===== config.mk =====
export PLATFORM = sky130hd
export DESIGN_NAME = suf_sqrt_stage
export DESIGN_NICKNAME = d
export VERILOG_FILES = /design/src/sv/suf_pkg.sv /design/src/sv/suf_sqrt_stage.sv
export SDC_FILE = /design/constraint.sdc
export NUM_CORES = 1
export LEC_CHECK = 0
export BUFFER_PORTS_ARGS = -buffer_cell sky130_fd_sc_hd__buf_2
export CORE_MARGIN = 1.5
export CORE_UTILIZATION = 40
export DETAILED_ROUTE_END_ITERATION = 12
export SLEW_MARGIN = 20
export SYNTH_ARGS = -nofsm -noshare
export SYNTH_HDL_FRONTEND = slang
export SYNTH_SLANG_ARGS = --single-unit

===== constraint.sdc =====
create_clock -name clk -period 23.8 [get_ports clk]
set_clock_uncertainty 0.15 [all_clocks]
set_input_delay 2.38 -clock clk [delete_from_list [all_inputs] [get_ports clk]]
set_output_delay 2.38 -clock clk [all_outputs]
set_load 0.03 [all_outputs]

===== src/sv/suf_pkg.sv =====
// ----------------------------------------------------------------------------
// suf_pkg
// shared types for the sphere union distance field block
// ----------------------------------------------------------------------------
package suf_pkg;

  localparam int unsigned CMD_LOAD  = 0;
  localparam int unsigned CMD_QUERY = 1;

  localparam int unsigned COUNT_W = 9;
  localparam int unsigned SUM_W   = 34;
  localparam int unsigned ROOT_W  = 17;
  localparam int unsigned REM_W   = 19;
  localparam int unsigned DIST_W  = 19;

  typedef struct packed {
    logic               command;
    logic [7:0]         atom_index;
    logic signed [15:0] atom_x;
    logic signed [15:0] atom_y;
    logic signed [15:0] atom_z;
    logic [9:0]         atom_radius;
    logic signed [15:0] point_x;
    logic signed [15:0] point_y;
    logic signed [15:0] point_z;
  } in_word_t;

  typedef struct packed {
    logic signed [17:0] surface_distance;
    logic               no_atoms;
  } out_word_t;

  typedef struct packed {
    logic signed [15:0] x;
    logic signed [15:0] y;
    logic signed [15:0] z;
    logic [9:0]         radius;
  } atom_t;

  typedef struct packed {
    logic       valid;
    logic       first;
    logic       last;
    logic [9:0] radius;
  } ctl_t;

  typedef struct packed {
    logic [SUM_W-1:0]  val;
    logic [REM_W-1:0]  rem;
    logic [ROOT_W-1:0] root;
  } sqrt_t;

endpackage


===== src/sv/suf_sqrt_stage.sv =====
// ----------------------------------------------------------------------------
// suf_sqrt_stage
// STEPS digit steps of the floored integer square root, registered
// ----------------------------------------------------------------------------
module suf_sqrt_stage #(
  parameter int unsigned STEPS = 6
) (
  input  logic             clk,
  input  logic             rst_n,
  input  logic             en,
  input  suf_pkg::ctl_t    ctl_i,
  input  suf_pkg::sqrt_t   sq_i,
  output suf_pkg::ctl_t    ctl_o,
  output suf_pkg::sqrt_t   sq_o
);

  suf_pkg::ctl_t  ctl_r;
  suf_pkg::sqrt_t sq_r;
  suf_pkg::sqrt_t sq_nxt;

  always_comb begin
    logic [suf_pkg::REM_W+1:0]  t;
    logic [suf_pkg::ROOT_W+1:0] trial;
    sq_nxt = sq_i;
    for (int s = 0; s < STEPS; s++) begin
      t          = {sq_nxt.rem, sq_nxt.val[suf_pkg::SUM_W-1 -: 2]};
      sq_nxt.val = {sq_nxt.val[suf_pkg::SUM_W-3:0], 2'b00};
      trial      = {sq_nxt.root, 2'b01};
      if (t >= (suf_pkg::REM_W+2)'(trial)) begin
        sq_nxt.rem  = suf_pkg::REM_W'(t - (suf_pkg::REM_W+2)'(trial));
        sq_nxt.root = {sq_nxt.root[suf_pkg::ROOT_W-2:0], 1'b1};
      end else begin
        sq_nxt.rem  = suf_pkg::REM_W'(t);
        sq_nxt.root = {sq_nxt.root[suf_pkg::ROOT_W-2:0], 1'b0};
      end
    end
  end

  always_ff @(posedge clk) begin
    if (!rst_n) begin
      ctl_r.valid <= 1'b0;
    end else if (en) begin
      ctl_r.valid <= ctl_i.valid;
    end
  end

  always_ff @(posedge clk) begin
    if (en) begin
      ctl_r.first  <= ctl_i.first;
      ctl_r.last   <= ctl_i.last;
      ctl_r.radius <= ctl_i.radius;
      sq_r         <= sq_nxt;
    end
  end

  assign ctl_o = ctl_r;
  assign sq_o  = sq_r;

endmodule

Yosys cells after proc, flatten, opt, wreduce, memory -nomap -nowiden
Cells that the tools add are included.
- add/subtract/negate cells: 6
- order comparisons: 6
- multiplexer cells: 6
- operators by type and width (cell ; number):
    2-to-1 mux 36 bit ; 6
    >= comparator 21 x 19 -> 1 bit ; 6
    subtractor 19 bit ; 6
- register bits: 71
- input port bits: 86
- output and inout bits: 83
- logic and storage cells: 25

Logic depth before layout (Yosys ltp)
- word-level depth: 12
- mapped depth: 81
- depth with buffers taken out: 73

Worst setup path before layout
Ideal clock, no wire load.
- path type: input-to-reg
- start: input sq_i[5] in the netlist's numbering
- end: register sq_r, in the netlist sq_o[25], data pin
- setup time: 0.260 ns
- arrival: 16.828 ns
- required time: 23.390 ns
- setup slack: 6.562 ns
- stages: 71
- path through: inv_1 > ha_1 > and4_1 > and2_1 > a32o_1 > nor2_1 > o21ai_1 > inv_2 > clkbuf_1 > o21ai_0 > ha_1 > clkbuf_1 > nand4_1 > nor3_1 > nand3_1 > o21ai_0 > nor2_1 > a41o_1 > (+35 left out) > o21a_1 > o2111a_2 > nand2_4 > clkbuf_1 > mux2i_1 > inv_1 > ha_1 > clkbuf_1 > and3_1 > nor2b_1 > nand4_1 > nor3_1 > a2111oi_2 > o211ai_1 > nor3_4 > inv_4 > buf_12 > mux2_4
- RTL lines (what ; RTL line ; source):
    start, declared ; suf_sqrt_stage.sv:12 ; input suf_pkg::sqrt_t sq_i,
    end signal, assigned ; suf_sqrt_stage.sv:52 ; sq_r <= sq_nxt;
    end, declared ; suf_sqrt_stage.sv:18 ; suf_pkg::sqrt_t sq_r;

==> impl_metrics.json <==
{
  "crit_type": "primary input to flip-flop",
  "maxUsedRoutingLayer": "met4",
  "clockBufferDepth": 2,
  "slew_headroom_pct": 39.4,
  "dieArea_um2": 25900,
  "slew_violations": 0,
  "core-area_um2": 24400,
  "antenna_found_initial": 0,
  "timing.fmax_mhz": 52.4,
  "track_usage_pct": 25.3,
  "layout_min_cycle_time_ns": 19.08,
  "synth_async_sr_flop_share_pct": 0,
  "hold_violations": 0,
  "postCtsSetupRepairBufs": 0,
  "finalNonFillerCells": 1691,
  "finalSetupTns_ns": 0,
  "area_delta_synth_final_pct": 13.5,
  "hold_class": "flip-flop to flip-flop",
  "num_rows": 57,
  "ys_ff_latch": 71,
  "cp-end-kind": "flip-flop",
  "met1Wirelength_um": 15300,
  "final.period_utilization_pct": 80.2,
  "grt_setup_unrepaired": "no",
  "run_status": "finished, final reports clean",
  "hpwl_um": 27100,
  "fin_nets": 1562,
  "drtPass1Iterations": 6,
  "postSynthCellCount": 1216,
  "netlist_area_um2": 9980,
  "cts_tree": "built",
  "hold_ws_ns": 0.396,
  "nFillCells": 2476,
  "gp_congestion": 0.948,
  "slowest_stage": "or4_1",
  "cts_buffers": 9,
  "n_antenna_cell": 0,
  "ioPinCount": 169,
  "yosys_warnings": 0,
  "cp_common_cell": "ha_1",
  "die_h_um": 161,
  "clkLatencyLatePin_ns": 0.32,
  "reg2reg_slack_ns": 23.03,
  "synth_flop_cell": "edfxtp_1",
  "io_buffers": 156,
  "cts.clk_slew.worst_paths_ns": 0.05,
  "cp_data_arrival_time_ns": 19.01,
  "grt_max_degree": 72,
  "avgSynthCellArea_um2": 8.20,
  "ant_nets": 0,
  "yosys.cell_types.count": 97,
  "grt-ovfl-total": 0,
  "cp-start-kind": "primary input",
  "cts-root-buf": "clkbuf_16",
  "ys_seq_area_share_pct": 21.3,
  "vias_per_cell": 5.86,
  "first_iter_violations": 899,
  "die_w_um": 161,
  "tightest_slew_ns": 0.908,
  "dp_cells": 1675,
  "synth-edff-count": 70,
  "ctsResizeCount": 0,
  "finalSetupViolCount": 0,
  "drt_wl_total_um": 33400,
  "routed-wl-met3_um": 2420,
  "grt_pass1_wl_um": 51100,
  "drc": 0,
  "htree_num_levels": 3,
  "grt_pass1_vias": 9156,
  "max-cap-violations": 0,
  "route.vias.total": 9906,
  "layout-drive-gt1-share_pct": 18.2,
  "met2_length_um": 14800,
  "required_ns": 23.73,
  "slowest_delay_ns": 0.57,
  "crit_fanout": 33,
  "wl_per_cell_um": 19.7,
  "cts_sinks": 71,
  "holdBufCountCts": 0,
  "start_util_pct": 40.9
}
==> state kept, by name, indices dropped and copies added, names as in the netlist <==
signal / flops
sq_o: 58
ctl_o: 13
==> kinds of logic after synthesis <==
logic type | after synthesis | share of synthesized area [%]
fa+ha+maj | 114 | 14.3
other cells | 1 | 0.0376
mux | 43 | 5.03
flops | 71 | 21.3
buf+inv | 117 | 5.08
xor+xnor | 79 | 6.94
compound gates | 413 | 27.8
simple gates | 378 | 19.5
==> cell usage after synthesis, types with 7 or more instances <==
library cell	instances	share of area [%]
a21oi_1	139	7.0
ha_1	114	14
nand2_1	97	3.6
nor2_1	87	3.3
inv_1	74	2.8
edfxtp_1	70	21
a21o_1	69	5.2
xnor2_1	59	5.2
o21ai_0	55	2.8
nand3_1	30	1.5
and3_1	28	1.8
mux2_2	25	2.8
nor3_1	24	1.2
clkbuf_1	23	0.87
o21bai_1	23	1.7
xor2_1	20	1.8
nand2b_1	14	0.88
nor2b_1	14	0.88
nand4_1	13	0.82
buf_4	12	0.90
and2_1	11	0.69
a211oi_1	10	0.75
mux2i_1	10	1.0
o211ai_1	9	0.68
o21a_1	9	0.68
o21ai_1	9	0.45
a31oi_1	8	0.50
mux2_4	8	1.2
nor3b_1	8	0.60
o31ai_1	8	0.60
and4_1	7	0.61
nand3b_1	7	0.53
or4_1	7	0.53
==> through the flow <==
stage / setup slack, ns / util (%) / cell area (µm²)
global route: 3.62 / 46.4 / 11300
finish: 4.72 / 46.4 / 11300
CTS: 5.02 / 46.4 / 11300
detailed placement: 4.70 / 45.3 / 11000
floorplan: 6.56 / - / 10000
global placement: 5.14 / 45.3 / 11000
==> worst max-delay path: cells and delay by family <==
family	cells	cell delay [ns]
compound gates	24	5.21
simple gates	26	6.13
fa+ha+maj	6	2.16
buf+inv	10	2.75
mux	1	0.33
==> final cells by class <==
class,instances,area (µm²),share of cell area [%]
multi-input combinational,1039,7390,65.3
inverter,79,302,2.66
tap,324,405,3.58
timing repair buffer,162,828,7.32
clock buffer,9,225,1.99
clock inverter,7,48.8,0.431
sequential,71,2120,18.7
==> path summary, 6_finish.rpt <==
kind,from,endpoint,cells past startpoint
max,sq_i[4],sq_o[32],67
min,ctl_o[12],ctl_o[12],2
max reg2reg,ctl_o[12],ctl_o[12],2
min reg2reg,ctl_o[12],ctl_o[12],2
==> cells in the final DEF, fill, tap and decap left out, types with 30 or more instances in the layout <==
cell / netlist / layout
nand2_1: 97 / 97
inv_1: 74 / 74
a21o_1: 69 / 69
buf_2: 1 / 155
o21ai_0: 55 / 55
ha_1: 114 / 114
nor2_1: 87 / 87
a21oi_1: 139 / 139
nand3_1: 30 / 30
edfxtp_1: 70 / 70
xnor2_1: 59 / 59
==> metal layers <==
| metal | GRT usage, % | vias to the layer above |
|---|---|---|
| met5 | 0 | - |
| met4 | 8.00 | 0 |
| met3 | 3.38 | 44 |
| met2 | 40.8 | 441 |
| met1 | 34.8 | 4583 |
| li1 | - | 4838 |
Power is left out: the tool's default activity adds up to more than one toggle a clock period on the data nets, which glitch-free logic cannot reach.
